$ cat config.mk
export PLATFORM = sky130hd
export DESIGN_NAME = text_normalizer_stream
export DESIGN_NICKNAME = d
export VERILOG_FILES = /design/src/hdl/tnorm_pkg.sv /design/src/hdl/tnorm_front.sv /design/src/hdl/tnorm_queue.sv /design/src/hdl/tnorm_back.sv /design/src/hdl/text_normalizer_stream.sv
export SDC_FILE = /design/constraint.sdc
export NUM_CORES = 1
export LEC_CHECK = 0
export ABC_AREA = 1
export BUFFER_PORTS_ARGS = -buffer_cell sky130_fd_sc_hd__buf_2
export CAP_MARGIN = 20
export CORE_UTILIZATION = 52
export DETAILED_ROUTE_END_ITERATION = 7
export PLACE_DENSITY = 0.68
export SYNTH_ARGS = -nofsm -noshare
export SYNTH_HDL_FRONTEND = slang
export SYNTH_SLANG_ARGS = --single-unit
$ cat constraint.sdc
create_clock -name clk -period 8.1 [get_ports clk]
set_clock_uncertainty 0.2 [all_clocks]
set_input_delay 0.81 -clock clk [delete_from_list [all_inputs] [get_ports clk]]
set_output_delay 0.81 -clock clk [all_outputs]
set_load 0.01 [all_outputs]
$ cat src/hdl/tnorm_pkg.sv
// ----------------------------------------------------------------------------
// tnorm_pkg: shared types and constants for the text normalizer stream
// Request structs for both channels, the queue entry passed from the front
// end to the back end, queue status, and the character codes used.
// ----------------------------------------------------------------------------
package tnorm_pkg;

	// Depth of the command queue between the front and the back end.
	localparam int QUEUE_DEPTH = 4;

	// Character codes.
	localparam logic [7:0] CH_NUL      = 8'h00;
	localparam logic [7:0] CH_NEWLINE  = 8'h0A;
	localparam logic [7:0] CH_SPACE    = 8'h20;
	localparam logic [7:0] CH_BANG     = 8'h21;
	localparam logic [7:0] CH_LPAREN   = 8'h28;
	localparam logic [7:0] CH_RPAREN   = 8'h29;
	localparam logic [7:0] CH_HYPHEN   = 8'h2D;
	localparam logic [7:0] CH_PERIOD   = 8'h2E;
	localparam logic [7:0] CH_QUESTION = 8'h3F;
	localparam logic [7:0] CH_UPPER_A  = 8'h41;
	localparam logic [7:0] CH_UPPER_Z  = 8'h5A;
	localparam logic [7:0] CH_LOWER_A  = 8'h61;
	localparam logic [7:0] CH_LOWER_Z  = 8'h7A;
	localparam logic [7:0] CASE_OFFSET = 8'd32;

	// Input request: one raw text byte.
	typedef struct packed {
		logic [7:0] char_in;
		logic       last_in;
	} in_req_t;

	// Output request: one normalized byte or the end marker.
	typedef struct packed {
		logic [7:0]  char_out;
		logic        end_marker;
		logic [31:0] total_length;
		logic        last_out;
	} out_req_t;

	// Command for the back end: which results one input byte causes.
	typedef struct packed {
		logic        emit_space;
		logic        emit_char;
		logic        emit_end;
		logic [7:0]  char_val;
		logic [31:0] total_length;
	} cmd_t;

	// Queue status seen by both ends.
	typedef struct packed {
		logic full;
		logic empty;
	} q_status_t;

endpackage

$ cat src/hdl/tnorm_front.sv
// ----------------------------------------------------------------------------
// tnorm_front: input classifier
// Accepts raw bytes, maps them to their normalized class, keeps the spacing
// and period state and the emitted byte count, and pushes one command per
// byte that causes any result.
// ----------------------------------------------------------------------------
module tnorm_front #(
	parameter int COUNT_BITS = 32
) (
	input  logic                clk,
	input  logic                arst_n,
	input  logic                src_valid,
	output logic                src_stall,
	input  tnorm_pkg::in_req_t  src_req,
	input  tnorm_pkg::q_status_t q_status,
	output logic                push,
	output tnorm_pkg::cmd_t     push_cmd
);
	import tnorm_pkg::*;

	localparam int EXT_BITS = (COUNT_BITS > 32) ? COUNT_BITS : 33;

	logic                  space_pending_q, after_period_q, joining_hyphen_q, at_text_start_q;
	logic [COUNT_BITS-1:0] emitted_count_q;

	logic                  space_pending_n, after_period_n, joining_hyphen_n, at_text_start_n;
	logic [COUNT_BITS-1:0] emitted_count_n;
	logic [COUNT_BITS-1:0] count_sum;
	logic [COUNT_BITS:0]   count_wide;
	logic [EXT_BITS-1:0]   count_ext;
	logic [31:0]           total_len;
	logic [1:0]            inc;
	logic [7:0]            c;
	logic                  accept;
	cmd_t                  cmd;

	// The queue full flag is the only source of back pressure.
	assign src_stall = q_status.full;
	assign accept    = src_valid && !src_stall;

	// Map the raw byte to its normalized class.
	always_comb begin
		c = src_req.char_in;
		if (c >= CH_UPPER_A && c <= CH_UPPER_Z) begin
			c = c + CASE_OFFSET;
		end else if (c == CH_NEWLINE || c == CH_LPAREN || c == CH_RPAREN) begin
			c = CH_SPACE;
		end else if (c == CH_QUESTION || c == CH_BANG) begin
			c = CH_PERIOD;
		end
	end

	// Decide the results and the next spacing state.
	always_comb begin
		space_pending_n  = space_pending_q;
		after_period_n   = after_period_q;
		joining_hyphen_n = joining_hyphen_q;
		at_text_start_n  = at_text_start_q;
		cmd              = '0;
		cmd.emit_end     = src_req.last_in;
		priority if (c == CH_HYPHEN) begin
			joining_hyphen_n = 1'b1;
		end else if (joining_hyphen_q && c == CH_SPACE) begin
			// A space after a hyphen is skipped so the broken word joins.
		end else if (c == CH_PERIOD && !after_period_q) begin
			space_pending_n  = 1'b0;
			cmd.emit_char    = 1'b1;
			cmd.char_val     = CH_PERIOD;
			after_period_n   = 1'b1;
			at_text_start_n  = 1'b0;
			joining_hyphen_n = 1'b0;
		end else if (c == CH_SPACE && !(space_pending_q || at_text_start_q) &&
				!after_period_q) begin
			space_pending_n = 1'b1;
		end else if (c >= CH_LOWER_A && c <= CH_LOWER_Z) begin
			cmd.emit_space   = space_pending_q;
			cmd.emit_char    = 1'b1;
			cmd.char_val     = c;
			space_pending_n  = 1'b0;
			after_period_n   = 1'b0;
			at_text_start_n  = 1'b0;
			joining_hyphen_n = 1'b0;
		end else begin
			// Any other byte is dropped and leaves the state alone.
		end
	end

	// Saturating byte count and the 32-bit length for the end marker.
	always_comb begin
		inc        = {1'b0, cmd.emit_space} + {1'b0, cmd.emit_char};
		count_wide = {1'b0, emitted_count_q} + (COUNT_BITS + 1)'(inc);
		count_sum  = count_wide[COUNT_BITS] ? '1 : count_wide[COUNT_BITS-1:0];
		count_ext  = EXT_BITS'(count_sum);
		total_len  = (|count_ext[EXT_BITS-1:32]) ? 32'hFFFF_FFFF : count_ext[31:0];
		emitted_count_n = count_sum;
	end

	// Only bytes that cause a result occupy the queue.
	assign push = accept && (cmd.emit_space || cmd.emit_char || cmd.emit_end);

	// The queued command carries the length as of this byte.
	always_comb begin
		push_cmd              = cmd;
		push_cmd.total_length = total_len;
	end

	// State update; the last byte returns everything to the start of a text.
	always_ff @(posedge clk or negedge arst_n) begin
		if (!arst_n) begin
			space_pending_q  <= 1'b0;
			after_period_q   <= 1'b0;
			joining_hyphen_q <= 1'b0;
			at_text_start_q  <= 1'b1;
			emitted_count_q  <= '0;
		end else if (accept) begin
			if (src_req.last_in) begin
				space_pending_q  <= 1'b0;
				after_period_q   <= 1'b0;
				joining_hyphen_q <= 1'b0;
				at_text_start_q  <= 1'b1;
				emitted_count_q  <= '0;
			end else begin
				space_pending_q  <= space_pending_n;
				after_period_q   <= after_period_n;
				joining_hyphen_q <= joining_hyphen_n;
				at_text_start_q  <= at_text_start_n;
				emitted_count_q  <= emitted_count_n;
			end
		end
	end

	// A pending space never coexists with a trailing period or the text start.
	a_space_excl: assert property (@(posedge clk) disable iff (!arst_n)
		space_pending_q |-> !after_period_q && !at_text_start_q)
		else $error("pending space together with period or text start");

	// After the last byte the next text starts clean.
	a_last_resets: assert property (@(posedge clk) disable iff (!arst_n)
		accept && src_req.last_in |=> at_text_start_q && !space_pending_q &&
			emitted_count_q == '0)
		else $error("state not reset after last byte");

endmodule

$ cat src/hdl/tnorm_queue.sv
// ----------------------------------------------------------------------------
// tnorm_queue: command queue
// A short register FIFO between the front and the back end so that each
// side can stall on its own.
// ----------------------------------------------------------------------------
module tnorm_queue #(
	parameter int DEPTH = 4
) (
	input  logic                  clk,
	input  logic                  arst_n,
	input  logic                  push,
	input  tnorm_pkg::cmd_t       push_cmd,
	input  logic                  pop,
	output tnorm_pkg::cmd_t       head,
	output tnorm_pkg::q_status_t  q_status
);
	import tnorm_pkg::*;

	localparam int PTR_BITS = (DEPTH > 1) ? $clog2(DEPTH) : 1;
	localparam int CNT_BITS = $clog2(DEPTH + 1);

	cmd_t                entries_q [DEPTH];
	logic [PTR_BITS-1:0] wr_ptr_q, rd_ptr_q;
	logic [CNT_BITS-1:0] fill_q;
	logic                do_push, do_pop;

	assign q_status.full  = (fill_q == CNT_BITS'(DEPTH));
	assign q_status.empty = (fill_q == '0);
	assign do_push        = push && !q_status.full;
	assign do_pop         = pop && !q_status.empty;
	assign head           = entries_q[rd_ptr_q];

	// Entry storage.
	always_ff @(posedge clk) begin
		if (do_push) begin
			entries_q[wr_ptr_q] <= push_cmd;
		end
	end

	// Pointers and fill level.
	always_ff @(posedge clk or negedge arst_n) begin
		if (!arst_n) begin
			wr_ptr_q <= '0;
			rd_ptr_q <= '0;
			fill_q   <= '0;
		end else begin
			if (do_push) begin
				wr_ptr_q <= (wr_ptr_q == PTR_BITS'(DEPTH - 1)) ? '0 : wr_ptr_q + 1'b1;
			end
			if (do_pop) begin
				rd_ptr_q <= (rd_ptr_q == PTR_BITS'(DEPTH - 1)) ? '0 : rd_ptr_q + 1'b1;
			end
			if (do_push && !do_pop) begin
				fill_q <= fill_q + 1'b1;
			end else if (do_pop && !do_push) begin
				fill_q <= fill_q - 1'b1;
			end
		end
	end

	// A push is never dropped: the front end only pushes into free space.
	a_no_overflow: assert property (@(posedge clk) disable iff (!arst_n)
		push |-> !q_status.full)
		else $error("push into full queue");

endmodule

$ cat src/hdl/tnorm_back.sv
// ----------------------------------------------------------------------------
// tnorm_back: result sequencer
// Takes the command at the queue head apart into its results (pending space,
// byte, end marker), one per cycle while dst is not stalled, into the output register.
// ----------------------------------------------------------------------------
module tnorm_back (
	input  logic                  clk,
	input  logic                  arst_n,
	input  tnorm_pkg::cmd_t       head,
	input  tnorm_pkg::q_status_t  q_status,
	output logic                  pop,
	output logic                  dst_valid,
	input  logic                  dst_stall,
	output tnorm_pkg::out_req_t   dst_req
);
	import tnorm_pkg::*;

	logic [2:0] done_q;
	logic       out_valid_q;
	out_req_t   out_q;

	logic [2:0] pend, pick, rest;
	logic       load_ok, step;
	out_req_t   result;

	// Results of the head command not yet sent; bit 0 space, 1 byte, 2 end.
	assign pend    = {head.emit_end, head.emit_char, head.emit_space} & ~done_q;
	assign load_ok = !out_valid_q || !dst_stall;
	assign step    = load_ok && !q_status.empty;

	// Pick the next result in output order and build it.
	always_comb begin
		result = '0;
		priority if (pend[0]) begin
			pick            = 3'b001;
			result.char_out = CH_SPACE;
		end else if (pend[1]) begin
			pick            = 3'b010;
			result.char_out = head.char_val;
		end else begin
			pick                = 3'b100;
			result.char_out     = CH_NUL;
			result.end_marker   = 1'b1;
			result.total_length = head.total_length;
			result.last_out     = 1'b1;
		end
		rest = pend & ~pick;
	end

	// The command leaves the queue with its final result.
	assign pop = step && (rest == 3'b000);

	// Control: output valid and the per-command progress mask.
	always_ff @(posedge clk or negedge arst_n) begin
		if (!arst_n) begin
			out_valid_q <= 1'b0;
			done_q      <= 3'b000;
		end else if (step) begin
			out_valid_q <= 1'b1;
			done_q      <= pop ? 3'b000 : (done_q | pick);
		end else if (load_ok) begin
			out_valid_q <= 1'b0;
		end
	end

	// Output payload register.
	always_ff @(posedge clk) begin
		if (step) begin
			out_q <= result;
		end
	end

	assign dst_valid = out_valid_q;
	assign dst_req   = out_q;

	// Every queued command still has a result to send when it is served.
	a_pend_nonzero: assert property (@(posedge clk) disable iff (!arst_n)
		step |-> pend != 3'b000)
		else $error("served command with nothing left to send");

	// An end marker carries no byte and closes the run; bytes carry no length.
	a_marker_shape: assert property (@(posedge clk) disable iff (!arst_n)
		dst_valid |-> (dst_req.end_marker ? (dst_req.last_out && dst_req.char_out == CH_NUL)
			: (!dst_req.last_out && dst_req.total_length == 32'd0)))
		else $error("malformed result");

endmodule

$ cat src/hdl/text_normalizer_stream.sv
// ----------------------------------------------------------------------------
// text_normalizer_stream: streaming text normalizer
// Lower-cases letters, folds spacing and punctuation, drops other bytes, and
// closes each text with an end marker carrying its saturated output length.
//
//   channel  direction  handshake             payload
//   src      in         src_valid/src_stall   in_req_t  (char_in, last_in)
//   dst      out        dst_valid/dst_stall   out_req_t (char_out, end_marker,
//                                                        total_length, last_out)
//
// One input byte is accepted per cycle while the command queue has room.
// The back end sends one result per cycle while dst is not stalled, so a byte
// with two or three results (pending space, byte, end marker) sends them in turn.
// Input reaches the output through the queue entry, then the output register.
// Reset is asynchronous; afterwards the block starts at the beginning of a text.
// A stall on dst fills the four-entry queue before src is stalled.
// ----------------------------------------------------------------------------
module text_normalizer_stream #(
	parameter int COUNT_BITS = 32
) (
	input  logic                 clk,
	input  logic                 arst_n,
	input  logic                 src_valid,
	output logic                 src_stall,
	input  tnorm_pkg::in_req_t   src_req,
	output logic                 dst_valid,
	input  logic                 dst_stall,
	output tnorm_pkg::out_req_t  dst_req
);
	import tnorm_pkg::*;

	logic      push, pop;
	cmd_t      push_cmd, head;
	q_status_t q_status;

	// Front end: classification and spacing state.
	tnorm_front #(
		.COUNT_BITS(COUNT_BITS)
	) u_front (
		.clk      (clk),
		.arst_n   (arst_n),
		.src_valid(src_valid),
		.src_stall(src_stall),
		.src_req  (src_req),
		.q_status (q_status),
		.push     (push),
		.push_cmd (push_cmd)
	);

	// Command queue between the two ends.
	tnorm_queue #(
		.DEPTH(QUEUE_DEPTH)
	) u_queue (
		.clk     (clk),
		.arst_n  (arst_n),
		.push    (push),
		.push_cmd(push_cmd),
		.pop     (pop),
		.head    (head),
		.q_status(q_status)
	);

	// Back end: result sequencing and output register.
	tnorm_back u_back (
		.clk      (clk),
		.arst_n   (arst_n),
		.head     (head),
		.q_status (q_status),
		.pop      (pop),
		.dst_valid(dst_valid),
		.dst_stall(dst_stall),
		.dst_req  (dst_req)
	);

endmodule
After elaboration in Yosys (flattened, before gate mapping)
Memories as Yosys holds them, arrays and structs flattened.
Index checks and enable logic that the tools add are counted.
{ "word_totals": {"register_bits": 89, "ramBits": 172, "inputBits": 13, "memories": 1} }
{ "memory_table": {"columns": ["memory", "depth", "width", "read_ports", "rd_ports_with_merged_regs", "wr", "line_no", "rtl"], "rows": [
  ["u_queue.entries_q", 4, 43, 1, 0, 1, "tnorm_queue.sv:22", "cmd_t entries_q [DEPTH];"]
]} }
{ "op_classes": {"add_sub_neg": 7, "magnitude_cmp": 4, "n_eq_ne": 16, "mux": 46, "bitwise": 6, "n_reduce_logical": 41} }
{ "op_table": {"columns": ["op", "count"], "rows": [
  ["2-to-1 mux 32 bit", 2],
  ["2-to-1 mux 8 bit", 8],
  ["equality test 8 x 6 -> 1 bit (second input constant)", 7],
  ["2-to-1 mux 34 bit", 1],
  ["adder 32 x 2 -> 33 bit", 1],
  ["2-to-1 mux 1 bit", 23],
  ["greater-or-equal comparator 8 x 7 -> 1 bit (second input constant)", 2],
  ["<= comparator 8 x 7 -> 1 bit (second input constant)", 2],
  ["2-to-1 mux 3 bit", 5],
  ["logical AND 1 bit", 14],
  ["2-to-1 mux 2 bit", 6],
  ["adder 8 x 6 -> 8 bit (second input constant)", 1],
  ["equality test 8 x 4 -> 1 bit (second input constant)", 1],
  ["logical NOT 1 bit", 8],
  ["AND reduction 4 bit", 2],
  ["nonzero test 4 bit", 2],
  ["logical OR 1 bit", 7],
  ["bitwise AND 3 bit", 2],
  ["logical NOT 3 bit", 2],
  ["2-to-1 mux 6 bit", 1],
  ["inequality test 3 x 2 -> 1 bit (second input constant)", 2],
  ["inverter 3 bit", 2],
  ["AND reduction 5 bit", 1],
  ["adder 2 x 1 -> 2 bit (second input constant)", 2],
  ["12 further kinds", 16]
]} }

Depth between registers and ports, before layout
Gate-level depths: netlist of the first run.
{ "depth": {"depth_word": 20, "mapped_depth": 27, "depth_no_buf": 27} }

Modules after synthesis
Synthesis of the first run repeated with hierarchy kept, for this count alone.
{ "unflattened": {"hier_cells": 1169, "hier_area_um2": 11916.4} }
{ "by_module_without_submodules": {"columns": ["mod", "instances", "cells_per_inst", "area_per_inst_um2"], "rows": [
  ["tnorm_queue", 1, 562, 7225.7],
  ["tnorm_front", 1, 447, 2866.5],
  ["tnorm_back", 1, 160, 1824.2]
]} }

Worst setup path after synthesis of the first run
OpenSTA, ideal clock, no wires.
{ "synth_timing": {"kind": "input -> register", "from": "input port src_req[6] in the netlist's numbering", "to": "memory u_queue.entries_q[0][0] in the netlist's numbering (enable)", "arrival_ns": 3.682, "path_slack_ns": 3.774, "path_stages": 10, "path_buffers": 0, "cell_sequence": "ha_1 xnor2_1 nand4_1 nand2_1 nand2_1 nor2_1 nand3_4 nand2_2 nand2_4 nor2_1"} }
{ "synth_via": {"elab_chain_cells": 18} }
{ "synth_lines": {"columns": ["element", "line_no", "rtl"], "rows": [
  ["from (decl)", "text_normalizer_stream.sv:25", "input tnorm_pkg::in_req_t src_req,"],
  ["parallel branches: the longest is 4 deep, another holds greater-or-equal comparator 8 x 7 -> 1 bit", null, null],
  ["2-to-1 mux 8 bit (*)", "tnorm_front.sv:44", "if (c >= CH_UPPER_A && c <= CH_UPPER_Z) begin"],
  ["greater-or-equal comparator 8 x 7 -> 1 bit, or another cell as far along", "tnorm_front.sv:75", "end else if (c >= CH_LOWER_A && c <= CH_LOWER_Z) begin"],
  ["logical AND 1 bit (on tied branches)", "tnorm_front.sv:75, tnorm_front.sv:72", null],
  ["2-to-1 mux 2 bit or logical AND 1 bit (tied branches)", "tnorm_front.sv:75, tnorm_front.sv:72", null],
  ["2-to-1 mux 2 bit", "tnorm_front.sv:72", "end else if (c == CH_SPACE && !(space_pending_q || at_text_start_q) &&"],
  ["2-to-1 mux 1 bit", "tnorm_front.sv:65", "end else if (c == CH_PERIOD && !after_period_q) begin"],
  ["2-to-1 mux 2 bit", "tnorm_front.sv:63", "end else if (joining_hyphen_q && c == CH_SPACE) begin"],
  ["2-to-1 mux 2 bit (*)", "tnorm_front.sv:61", "priority if (c == CH_HYPHEN) begin"],
  ["logical OR 1 bit (*) (2 in series)", "tnorm_front.sv:99", "assign push = accept && (cmd.emit_space || cmd.emit_char || cmd.emit_end);"],
  ["logical AND 1 bit (*)", "tnorm_front.sv:99", null],
  ["logical AND 1 bit (*)", "tnorm_queue.sv:29", "assign do_push = push && !q_status.full;"],
  ["2-to-1 mux 1 bit (*)", "tnorm_queue.sv:35", "if (do_push) begin"],
  ["2-to-1 mux 1 bit (implied by the code) (*)", "tnorm_queue.sv:36", "entries_q[wr_ptr_q] <= push_cmd;"],
  ["to (decl)", "tnorm_queue.sv:22", null]
]} }
Every way passes the cells marked *.

Worst setup path after layout of the first run
{ "layout_timing": {"from": "register u_queue.rd_ptr_q[0]", "to": "register u_queue.fill_q[2]"} }
{ "layout_via": {"elab_chain_cells": 12} }
{ "layout_lines": {"columns": ["element", "line_no", "rtl"], "rows": [
  ["from (decl)", "tnorm_queue.sv:23", "logic [PTR_BITS-1:0] wr_ptr_q, rd_ptr_q;"],
  ["from (signal assigned)", "tnorm_queue.sv:51", "rd_ptr_q <= (rd_ptr_q == PTR_BITS'(DEPTH - 1)) ? '0 : rd_ptr_q + 1'b1;"],
  ["memory (4 x 43 bit) (*)", null, null],
  ["bitwise AND 3 bit (*)", "tnorm_back.sv:27", "assign pend = {head.emit_end, head.emit_char, head.emit_space} & ~done_q;"],
  ["2-to-1 mux 3 bit", "tnorm_back.sv:37", "end else if (pend[1]) begin"],
  ["2-to-1 mux 3 bit", "tnorm_back.sv:34", "priority if (pend[0]) begin"],
  ["inverter 3 bit", "tnorm_back.sv:47", "rest = pend & ~pick;"],
  ["bitwise AND 3 bit (*)", "tnorm_back.sv:47", null],
  ["logical NOT 3 bit (*)", "tnorm_back.sv:51", "assign pop = step && (rest == 3'b000);"],
  ["logical AND 1 bit (*)", "tnorm_back.sv:51", null],
  ["logical AND 1 bit (*)", "tnorm_queue.sv:30", "assign do_pop = pop && !q_status.empty;"],
  ["logical NOT 1 bit", "tnorm_queue.sv:53", "if (do_push && !do_pop) begin"],
  ["logical AND 1 bit", "tnorm_queue.sv:53", null],
  ["2-to-1 mux 3 bit or nonzero test 2 bit (tied branches)", null, null],
  ["to (signal assigned)", "tnorm_queue.sv:54", "fill_q <= fill_q + 1'b1;"],
  ["to (signal assigned)", "tnorm_queue.sv:56", "fill_q <= fill_q - 1'b1;"],
  ["to (decl)", "tnorm_queue.sv:24", "logic [CNT_BITS-1:0] fill_q;"]
]} }
Every way passes the cells marked *; elsewhere a longest branch is shown, timed or not.
A chain may end at the register's enable or synchronous reset.

==> results.toml, run 1 <==
[drt]
wl_met1_um = 10870
initialDrtViolationCount = 475
highest_layer = "met4"
drt-total-wl_um = 24720
detail-route-antenna-nets = 0
via_count = 7595
dr.pass1.iters = 5
wl_met3_um = 1492
met2_length_um = 12000
vias_per_cell = 5.371
drc_errors = 0
wl_per_cell_um = 17.48

[power_and_ir_drop]
pwr-share-clk_pct = 30.0
sequentialPowerShare_pct = 42.6
total_power_mw = 4.230
p_per_area_nw_per_um2 = 327.8
switching_power_mw = 1.367
peakVddDrop_uv = 166.4
swShare_pct = 32.32
combinationalPowerShare_pct = 27.3
leakagePower_nw = 5.169
p_int_mw = 2.863

[cts]
holdBufCountCts = 0
numCtsBuffers = 26
tritoncts = "built"
clk_pin_slew_ns = 0.06
root_buffer = "clkbuf_16"
clkLatencyLatePin_ns = 0.52
clock-sinks = 260
htree_levels = 1
cts.repair.resized = 0
cts_setup_buffers = 0
cts_buffer_depth = 3

[final_layout]
fillers = 1658
syn_to_final_growth_pct = 13.13
final_cell_mix = "nor2_1 (225), edfxtp_1 (213), nand2_1 (146)"
num_antenna_cells = 0
instances_no_fill = 1414
final_common_cell = "nor2_1"
drive_above_1_share_pct = 14.31
fin_nets = 1143
stdcell_area_um2 = 12900

[placement]
portBuffers = 56
placed_area_um2 = 11990
gp_congestion = 0.9333
dpl.hpwl_um = 15010
post-place-cells = 1367

[worst_setup_path]
worstPathArrival_ns = 5.00
critPathKind = "reg -> reg"
cp_max_fo = 89
crit_required_ns = 8.29
cp-start-kind = "register"
end_kind = "register"

[logic_synthesis]
synth_warnings = 0
syn_area_per_cell_um2 = 10.75
async_flop_share_pct = 18.08
netlist_instances = 1061
ys.flop_type = "edfxtp_1"
yosys_register_bits = 260
yosys.area.top_type_share_pct = 56.08
synth_area_leaders = "edfxtp_1 (56%), dfrtp_1 (10%), nor2_1 (7.5%), nand2_1 (4.8%), o21ai_0 (4.6%)"
ys_seq_area_share_pct = 66.40
yosysTopAreaCell = "edfxtp_1"
ys_types = 47
synth_area_um2 = 11410
synth-edff-count = 213

[run_status]
status = "complete, no violations"

[die]
io_pins = 57
die_h_um = 150.1
dieWidth_um = 150.1
initial_core_util_pct = 53.58
core_um2 = 21290
die_area_um2 = 22530
rows = 53

[global_route]
grt_max_degree = 90
gr-total-overflow = 0
grt_pass1_vias = 7394
grtUsageTotal_pct = 22.97
antenna_found_initial = 0
grt_pass1_wl_um = 39430

[timing]
worst_pin_slew_ns = 1.050
finalHoldViolCount = 0
slew_headroom_pct = 29.89
fin_crit_ns = 4.811
fmax_mhz = 207.9
finalCritPeriodShare_pct = 59.39
maxSlewViolCount = 0
rsz0062_at_grt = "no"
setup_tns_ns = 0
final-setup-viol-count = 0

[hold_path]
hold_class = "in -> async"

[flow_run]
cap_violations = 0
per-layer routing:
layer	vias to the layer above	GRT usage, %
met5	-	0
met2	201	38.80
li1	3725	-
met4	0	4.949
met3	28	3.424
met1	3641	31.59
cells in the mapped netlist, types with 5 or more instances:
master / instances
nand3_1: 34
o21ai_2: 5
nand4_1: 9
ha_1: 8
o22ai_2: 7
xor2_1: 16
clkbuf_1: 28
a21oi_1: 45
nor3_1: 13
nand3_2: 7
edfxtp_1: 213
nand2_1: 146
nor2_4: 5
o21ai_1: 5
nor2_1: 229
dfrtp_1: 46
nand2_2: 7
o21ai_0: 105
buf_1: 5
inv_1: 81
inv_2: 6
final timing paths:
check	from	end	slack [ns]	cells past startpoint
worst max-delay path	u_queue.rd_ptr_q[0]$_DFFE_PN0P_	u_queue.fill_q[2]$_DFFE_PN0P_	3.29	16
worst min-delay path	arst_n	u_front.emitted_count_q[21]$_DFFE_PN0P_	0.20	2
worst max register to register	u_queue.rd_ptr_q[0]$_DFFE_PN0P_	u_queue.fill_q[2]$_DFFE_PN0P_	3.29	16
worst min register to register	u_front.joining_hyphen_q$_DFFE_PN0P_	u_front.joining_hyphen_q$_DFFE_PN0P_	0.27	2
max in group asynchronous	arst_n	u_queue.rd_ptr_q[0]$_DFFE_PN0P_	7.00	2
min in group clk	u_front.joining_hyphen_q$_DFFE_PN0P_	u_front.joining_hyphen_q$_DFFE_PN0P_	0.27	2
worst max-delay path, cell delays in order, from the launching register on:
cell,delay [ns]
dfrtp_2,0.38
buf_4,0.42
inv_2,0.36
buf_4,0.60
o21ai_0,0.18
o22a_1,0.23
nor2_1,0.19
inv_1,0.09
nand2_2,0.65
nand3_1,0.13
nand2_1,0.17
ha_1,0.17
inv_1,0.07
fa_1,0.38
a21oi_1,0.16
o21ai_0,0.13
xor2_1,0.16
cell families (layout without fill, tap and decap cells):
family	count (synthesis)	in the layout	synth area share, %
muxes	1	1	0.09872
buffers and inverters	126	201	4.311
AOI/OAI and AO/OA	175	175	8.512
adders and majority gates	10	10	1.229
DFF	260	260	66.40
and+or+nand+nor	470	470	18.03
other	1	4	0.03288
xor gates and xnor gates	18	18	1.382
state kept, by name, indices dropped and copies added (netlist names):
signal	count
u_front.space_pending_q	1
u_queue.wr_ptr_q	2
u_front.joining_hyphen_q	1
u_queue.fill_q	3
u_back.done_q	3
u_front.at_text_start_q	1
u_queue.rd_ptr_q	2
u_queue.entries_q	172
u_back.dst_req	41
u_front.emitted_count_q	32
u_front.after_period_q	1
u_back.dst_valid	1
area by class of cell:
type / instances / area, um^2 / share of cell area, %
clock buffers: 37 / 733.2 / 5.682
clock inverters: 10 / 180.2 / 1.396
inverters: 87 / 326.6 / 2.531
multi-input cells: 678 / 3382 / 26.21
flip-flops and latches: 260 / 7575 / 58.70
well taps: 275 / 344.1 / 2.667
repair buffers: 67 / 362.8 / 2.812
metrics by stage:
stage	hold WS, ns	util, %	setup WS (ns)
4_1_cts	0.2250	60.62	3.270
3_5_place_dp	0.2639	56.33	3.252
2_1_floorplan	0.2419	-	3.774
3_3_place_gp	0.2652	56.33	3.286
5_1_grt	0.2564	60.62	2.913
6_report	0.2032	60.62	3.289
power by group through the flow:
stage               clock network (mW)  registers, mW  logic, mW
finish                            1.27           1.80       1.16
global route                      1.34           1.83       1.30
CTS                               1.29           1.81       1.17
detailed placement                   0           1.83       1.17
global placement                     0           1.82       1.14
floorplan                            0           1.89      0.697
Power figures use the tool's default switching activity.
==> run 2, diff against run 1 <==
--- a/config.mk
+++ b/config.mk
@@ -5,7 +5,7 @@
 export SDC_FILE = /design/constraint.sdc
 export NUM_CORES = 1
 export LEC_CHECK = 0
-export ABC_AREA = 1
+export ABC_AREA = 0
 export BUFFER_PORTS_ARGS = -buffer_cell sky130_fd_sc_hd__buf_2
 export CAP_MARGIN = 20
 export CORE_UTILIZATION = 52
==> constraint.sdc (replaced) <==
create_clock -name clk -period 4.45 [get_ports clk]
set_clock_uncertainty 0.2 [all_clocks]
set_input_delay 0.445 -clock clk [delete_from_list [all_inputs] [get_ports clk]]
set_output_delay 0.445 -clock clk [all_outputs]
set_load 0.01 [all_outputs]
==> results.toml, run 2 <==
[cts]
clk_pin_slew_ns = 0.06
cts_buffer_depth = 3
clock-sinks = 260
clkLatencyLatePin_ns = 0.53
numCtsBuffers = 27
tritoncts = "built"
cts.repair.resized = 0
htree_levels = 1
root_buffer = "clkbuf_16"

[logic_synthesis]
synth_common_cells = "edfxtp_1 (213), dfrtp_1 (46), nand2_1 (46)"
ys_types = 74
synth-edff-count = 213
yosysTopAreaCell = "edfxtp_1"
synth.most_common_cell = "edfxtp_1"
synth_warnings = 0
netlist_instances = 752
yosys_register_bits = 260
synth_area_um2 = 11300
async_flop_share_pct = 18.08
synth_fa_ha_area_share_pct = 1.328
synth_area_leaders = "edfxtp_1 (57%), dfrtp_1 (10%), mux4_2 (8.6%), nor2b_1 (2.1%), xnor2_1 (1.6%)"
synth_xor_area_share_pct = 1.859
synth_compound_area_share_pct = 6.497
syn_area_per_cell_um2 = 15.03
synth_top_family_by_area = "simple AND/OR/NAND/NOR gates"
ys_seq_area_share_pct = 67.00
yosys.area.top_type_share_pct = 56.58
synth-simple-area-share_pct = 12.05
synthMuxAreaShare_pct = 8.965
ys.flop_type = "edfxtp_1"

[drt]
drc_errors = 0
drt-total-wl_um = 23160
wl_per_cell_um = 20.21
vias_per_cell = 5.927
initialDrtViolationCount = 439
via_count = 6792
dr.pass1.iters = 5
detail-route-antenna-nets = 0

[final_layout]
final_cell_mix = "edfxtp_1 (213), buf_2 (56), buf_4 (51)"
final_common_cell = "edfxtp_1"
fin_nets = 873
syn_to_final_growth_pct = 16.11
largest_reg_flops = 172
fillers = 1544
num_antenna_cells = 0
top_register = "u_queue.entries_q"
drive_above_1_share_pct = 26.18

[global_route]
grt_pass1_wl_um = 37650
gr-total-overflow = 0
grt_max_degree = 49
grt_pass1_vias = 7171
grtUsageTotal_pct = 21.90
antenna_found_initial = 0

[power_and_ir_drop]
total_power_mw = 7.460
combinationalPowerShare_pct = 25.2
p_int_mw = 5.357
p_per_area_nw_per_um2 = 568.3
sequentialPowerShare_pct = 45.3
switching_power_mw = 2.103
pwr-share-clk_pct = 29.5
swShare_pct = 28.19
peakVddDrop_uv = 323.6
leakagePower_nw = 4.775

[worst_setup_path]
r2r_setup_slack_ns = 0.80
worstSetupStartpoint = "src_req[2]"
cp_max_fo = 22
r2r_start = "u_front.after_period_q$_DFFE_PN0P_"
endpoint = "u_front.emitted_count_q[6]$_DFFE_PN0P_"
regToRegEndpoint = "u_front.emitted_count_q[6]$_DFFE_PN0P_"
critPathKind = "in -> reg"
worst-r2r-cell-count = 12
cp-start-kind = "input pin"
max_stage_delay_ns = 0.69
slowest_stage = "or4_4"
crit_required_ns = 4.70
end_kind = "register"
worstPathArrival_ns = 4.26
crit_chain = "buf_2 > or4_4 > a21oi_2 > o221ai_1 > o22ai_4 > inv_1 > fa_1 > inv_1 > ha_2 > nand4_2 > or3_1 > or4_4 > a41o_1 > a21oi_1"

[timing]
finalCritPeriodShare_pct = 90.30
final-setup-viol-count = 0
slew_headroom_pct = 47.66
worst_pin_slew_ns = 0.7829
fin_crit_ns = 4.018
finalHoldViolCount = 0
fin_hold_ws_ns = 0.1659
rsz0062_at_grt = "no"
fmax_mhz = 248.9
maxSlewViolCount = 0

[die]
io_pins = 57
rows = 53
initial_core_util_pct = 53.44
die_h_um = 149.4
die_area_um2 = 22330
dieWidth_um = 149.4
core_um2 = 21150

[placement]
gp_congestion = 0.8708
dpl.hpwl_um = 14310
portBuffers = 56

[run_status]
status = "complete, no violations"

[flow_run]
cap_violations = 0

[hold_path]
hold_class = "in -> reg"
-- run 2: cell count changes after synthesis, sizes merged, moves of 13 or more --
cell	previous run	this run
nor2	238	33
nand2	154	46
o21ai	115	25
inv	87	18
mux4	0	43
nor2b	0	38
nand3	44	16
a21oi	46	23
xnor2	2	21
and3	1	18
and4	0	13
xor2	16	3
-- run 2: timing repair --
| action | in CTS | in global routing |
|---|---|---|
| hold endpoints to repair | 47 | 0 |
| setup buffers | 0 | 0 |
| hold buffers | 2 | 0 |
-- run 2: how the worst min path moves through the flow --
stage	to	depth (start not counted)	start
floorplan	u_back.done_q[0]$_DFFE_PN0P_	0	arst_n
global placement	u_queue.fill_q[2]$_DFFE_PN0P_	1	u_queue.fill_q[2]$_DFFE_PN0P_
detailed placement	u_back.done_q[1]$_DFFE_PN0P_	2	u_back.done_q[1]$_DFFE_PN0P_
CTS	u_queue.entries_q[1][40]$_DFFE_PP_	1	src_req[0]
global route	u_queue.entries_q[1][40]$_DFFE_PP_	1	src_req[0]
finish	u_queue.entries_q[1][40]$_DFFE_PP_	1	src_req[0]
-- run 2: power groups by stage --
stage / clock (mW) / combinational (mW) / sequential [mW]
floorplan: 0 / 1.21 / 3.48
global placement: 0 / 1.88 / 3.40
detailed placement: 0 / 1.91 / 3.43
CTS: 2.25 / 1.93 / 3.39
global route: 2.33 / 2.08 / 3.43
finish: 2.20 / 1.88 / 3.38
-- run 2: cells by family after synthesis --
family | after synthesis
adders and majority gates | 11
buffers and inverters | 61
xor gates and xnor gates | 24
muxes | 47
AOI/OAI and AO/OA | 109
other | 1
DFF | 260
and+or+nand+nor | 239
-- run 2: stage by stage --
stage          TNS [ns]  setup WS (ns)  area (um^2)  cells  utilization (%)
6_report              0         0.4316        13130   1146            62.05
5_1_grt               0         0.1571        13130   1146            62.05
3_5_place_dp     -2.978       -0.08659        12220   1094            57.79
2_1_floorplan   -0.1012     -0.0007265        11350    755                -
3_3_place_gp          0        0.03091        12220   1094            57.79
4_1_cts               0         0.4409        13130   1146            62.05
-- run 2: critical path, delay by kind of cell --
family | cells | cell delay (ns)
buf+inv | 3 | 0.29
compound gates | 5 | 1.08
fa+ha+maj | 2 | 0.62
simple gates | 4 | 1.83
-- run 2: area by class of cell --
class / count / area [um^2] / share of cell area, %
sequential: 260 / 7576 / 57.72
multi-input combinational: 434 / 3573 / 27.22
clock inverter: 15 / 136.4 / 1.039
inverter: 18 / 67.56 / 0.5147
clock buffer: 35 / 745.7 / 5.681
tap: 275 / 344.1 / 2.621
timing repair buffer: 109 / 683.2 / 5.204
-- run 2: metal layers --
layer  global-route usage (%)  routed length (um)
met5                        0                   0
met4                    6.837                 441
met3                    3.323                1239
met2                    36.41               11550
met1                    29.80                9929
==> run 3, diff against run 2 <==
--- a/config.mk
+++ b/config.mk
@@ -8,9 +8,11 @@
 export ABC_AREA = 0
 export BUFFER_PORTS_ARGS = -buffer_cell sky130_fd_sc_hd__buf_2
 export CAP_MARGIN = 20
+export CELL_PAD_IN_SITES_DETAIL_PLACEMENT = 0
+export CELL_PAD_IN_SITES_GLOBAL_PLACEMENT = 1
 export CORE_UTILIZATION = 52
 export DETAILED_ROUTE_END_ITERATION = 7
-export PLACE_DENSITY = 0.68
+export PLACE_DENSITY = 0.79
 export SYNTH_ARGS = -nofsm -noshare
 export SYNTH_HDL_FRONTEND = slang
 export SYNTH_SLANG_ARGS = --single-unit
==> results.toml, run 3 (synthesis gave the netlist of run 2 again) <==
[final_layout]
finish.utilization_pct = 62.32
largest_reg_flops = 172
final_common_cell = "edfxtp_1"
final_cell_mix = "edfxtp_1 (213), buf_4 (59), buf_2 (56)"
instances_no_fill = 1152
syn_to_final_growth_pct = 16.62
multiInputGateArea_um2 = 3573
top_register = "u_queue.entries_q"
seq_area_um2 = 7575
num_antenna_cells = 0
stdcell_area_um2 = 13180
fin_nets = 880
fillers = 1589
drive_above_1_share_pct = 26.68

[timing]
fin_ws_ns = 0.4972
fin_crit_ns = 3.953
fin_hold_ws_ns = 0.1859
setup_tns_ns = 0
finalCritPeriodShare_pct = 88.83
slew_headroom_pct = 47.66
fmax_mhz = 253.0
worst_pin_slew_ns = 0.7829
maxSlewViolCount = 0
finalHoldViolCount = 0
final-setup-viol-count = 0
rsz0062_at_grt = "no"

[die]
die_area_um2 = 22330
die_h_um = 149.4
rows = 53
core_um2 = 21150
io_pins = 57
dieWidth_um = 149.4
initial_core_util_pct = 53.44

[drt]
wl_per_cell_um = 20.26
drt-total-wl_um = 23340
initialDrtViolationCount = 504
detail-route-antenna-nets = 0
dr.pass1.iters = 4
via_count = 6779
drc_errors = 0
vias_per_cell = 5.885

[power_and_ir_drop]
peakVddDrop_uv = 327.8
p_per_area_nw_per_um2 = 567.3
total_power_mw = 7.479
leakagePower_nw = 4.805

[cts]
cts.repair.resized = 0
tritoncts = "built"
clock-sinks = 260
root_buffer = "clkbuf_16"
htree_levels = 1
clkLatencyLatePin_ns = 0.53
clk_pin_slew_ns = 0.06
numCtsBuffers = 26
cts_buffer_depth = 3

[placement]
portBuffers = 56
gp_congestion = 0.8889
dp_slack_ns = -0.03447
post-place-cells = 1102
dpl.hpwl_um = 14960
placed_area_um2 = 12280

[flow_run]
cap_violations = 0

[worst_setup_path]
cp-start-kind = "input pin"
critPathKind = "in -> reg"
end_kind = "register"
cp_max_fo = 4
crit_required_ns = 4.49
worstPathArrival_ns = 4.00

[global_route]
grt_pass1_wl_um = 38020
grt_pass1_vias = 7064
antenna_found_initial = 0
grt_max_degree = 48
gr-total-overflow = 0
grtUsageTotal_pct = 22.21

[run_status]
status = "complete, no violations"

[hold_path]
hold_class = "in -> reg"
## run 3: path summary, 6_finish.rpt
kind | from | end | slack [ns] | cells past startpoint
max | src_req[6] | u_queue.entries_q[2][13]$_DFFE_PP_ | 0.50 | 15
min | src_req[0] | u_queue.entries_q[2][40]$_DFFE_PP_ | 0.19 | 1
max reg2reg | u_queue.rd_ptr_q[0]$_DFFE_PN0P_ | u_queue.fill_q[1]$_DFFE_PN0P_ | 0.81 | 9
min reg2reg | u_queue.fill_q[2]$_DFFE_PN0P_ | u_queue.fill_q[2]$_DFFE_PN0P_ | 0.29 | 1
max in group asynchronous | arst_n | u_queue.rd_ptr_q[0]$_DFFE_PN0P_ | 3.21 | 3
min in group asynchronous | arst_n | u_front.emitted_count_q[23]$_DFFE_PN0P_ | 0.34 | 3
## run 3: per-layer routing
metal  global-route usage [%]  up-vias  share of wire (%)
met5                        0        -                  0
met1                    31.65     3444                 45
met3                    2.683       30                4.5
met2                    36.18      173                 49
met4                    6.429        0                1.5
li1                         -     3132                  -
## run 3: power breakdown
group          internal, mW  total [mW]  switching (mW)
Combinational         0.860        1.86            1.00
Clock                  1.34        2.24           0.895
Sequential             3.20        3.38           0.181
## run 3: repair_timing
item | in CTS | in global routing
hold buffers | 2 | 0
endpoints found under the hold margin | 47 | 0
buffers inserted | 0 | 0
## run 3: final cells by class
class	count	area share (%)
inverter	18	0.5125
timing repair buffer	117	5.637
clock buffer	32	5.267
sequential	260	57.45
clock inverter	16	1.414
multi-input combinational	434	27.10
tap	275	2.610
## run 3: worst max-delay path: stages
cell	delay, ns
buf_2	0.11
ha_1	0.30
or3_1	0.38
o311a_1	0.35
o22ai_4	0.12
inv_1	0.09
fa_1	0.44
inv_1	0.09
ha_2	0.18
nand4_2	0.12
or3_1	0.45
buf_4	0.17
nor4_2	0.33
nand3_2	0.16
o21ai_0	0.26
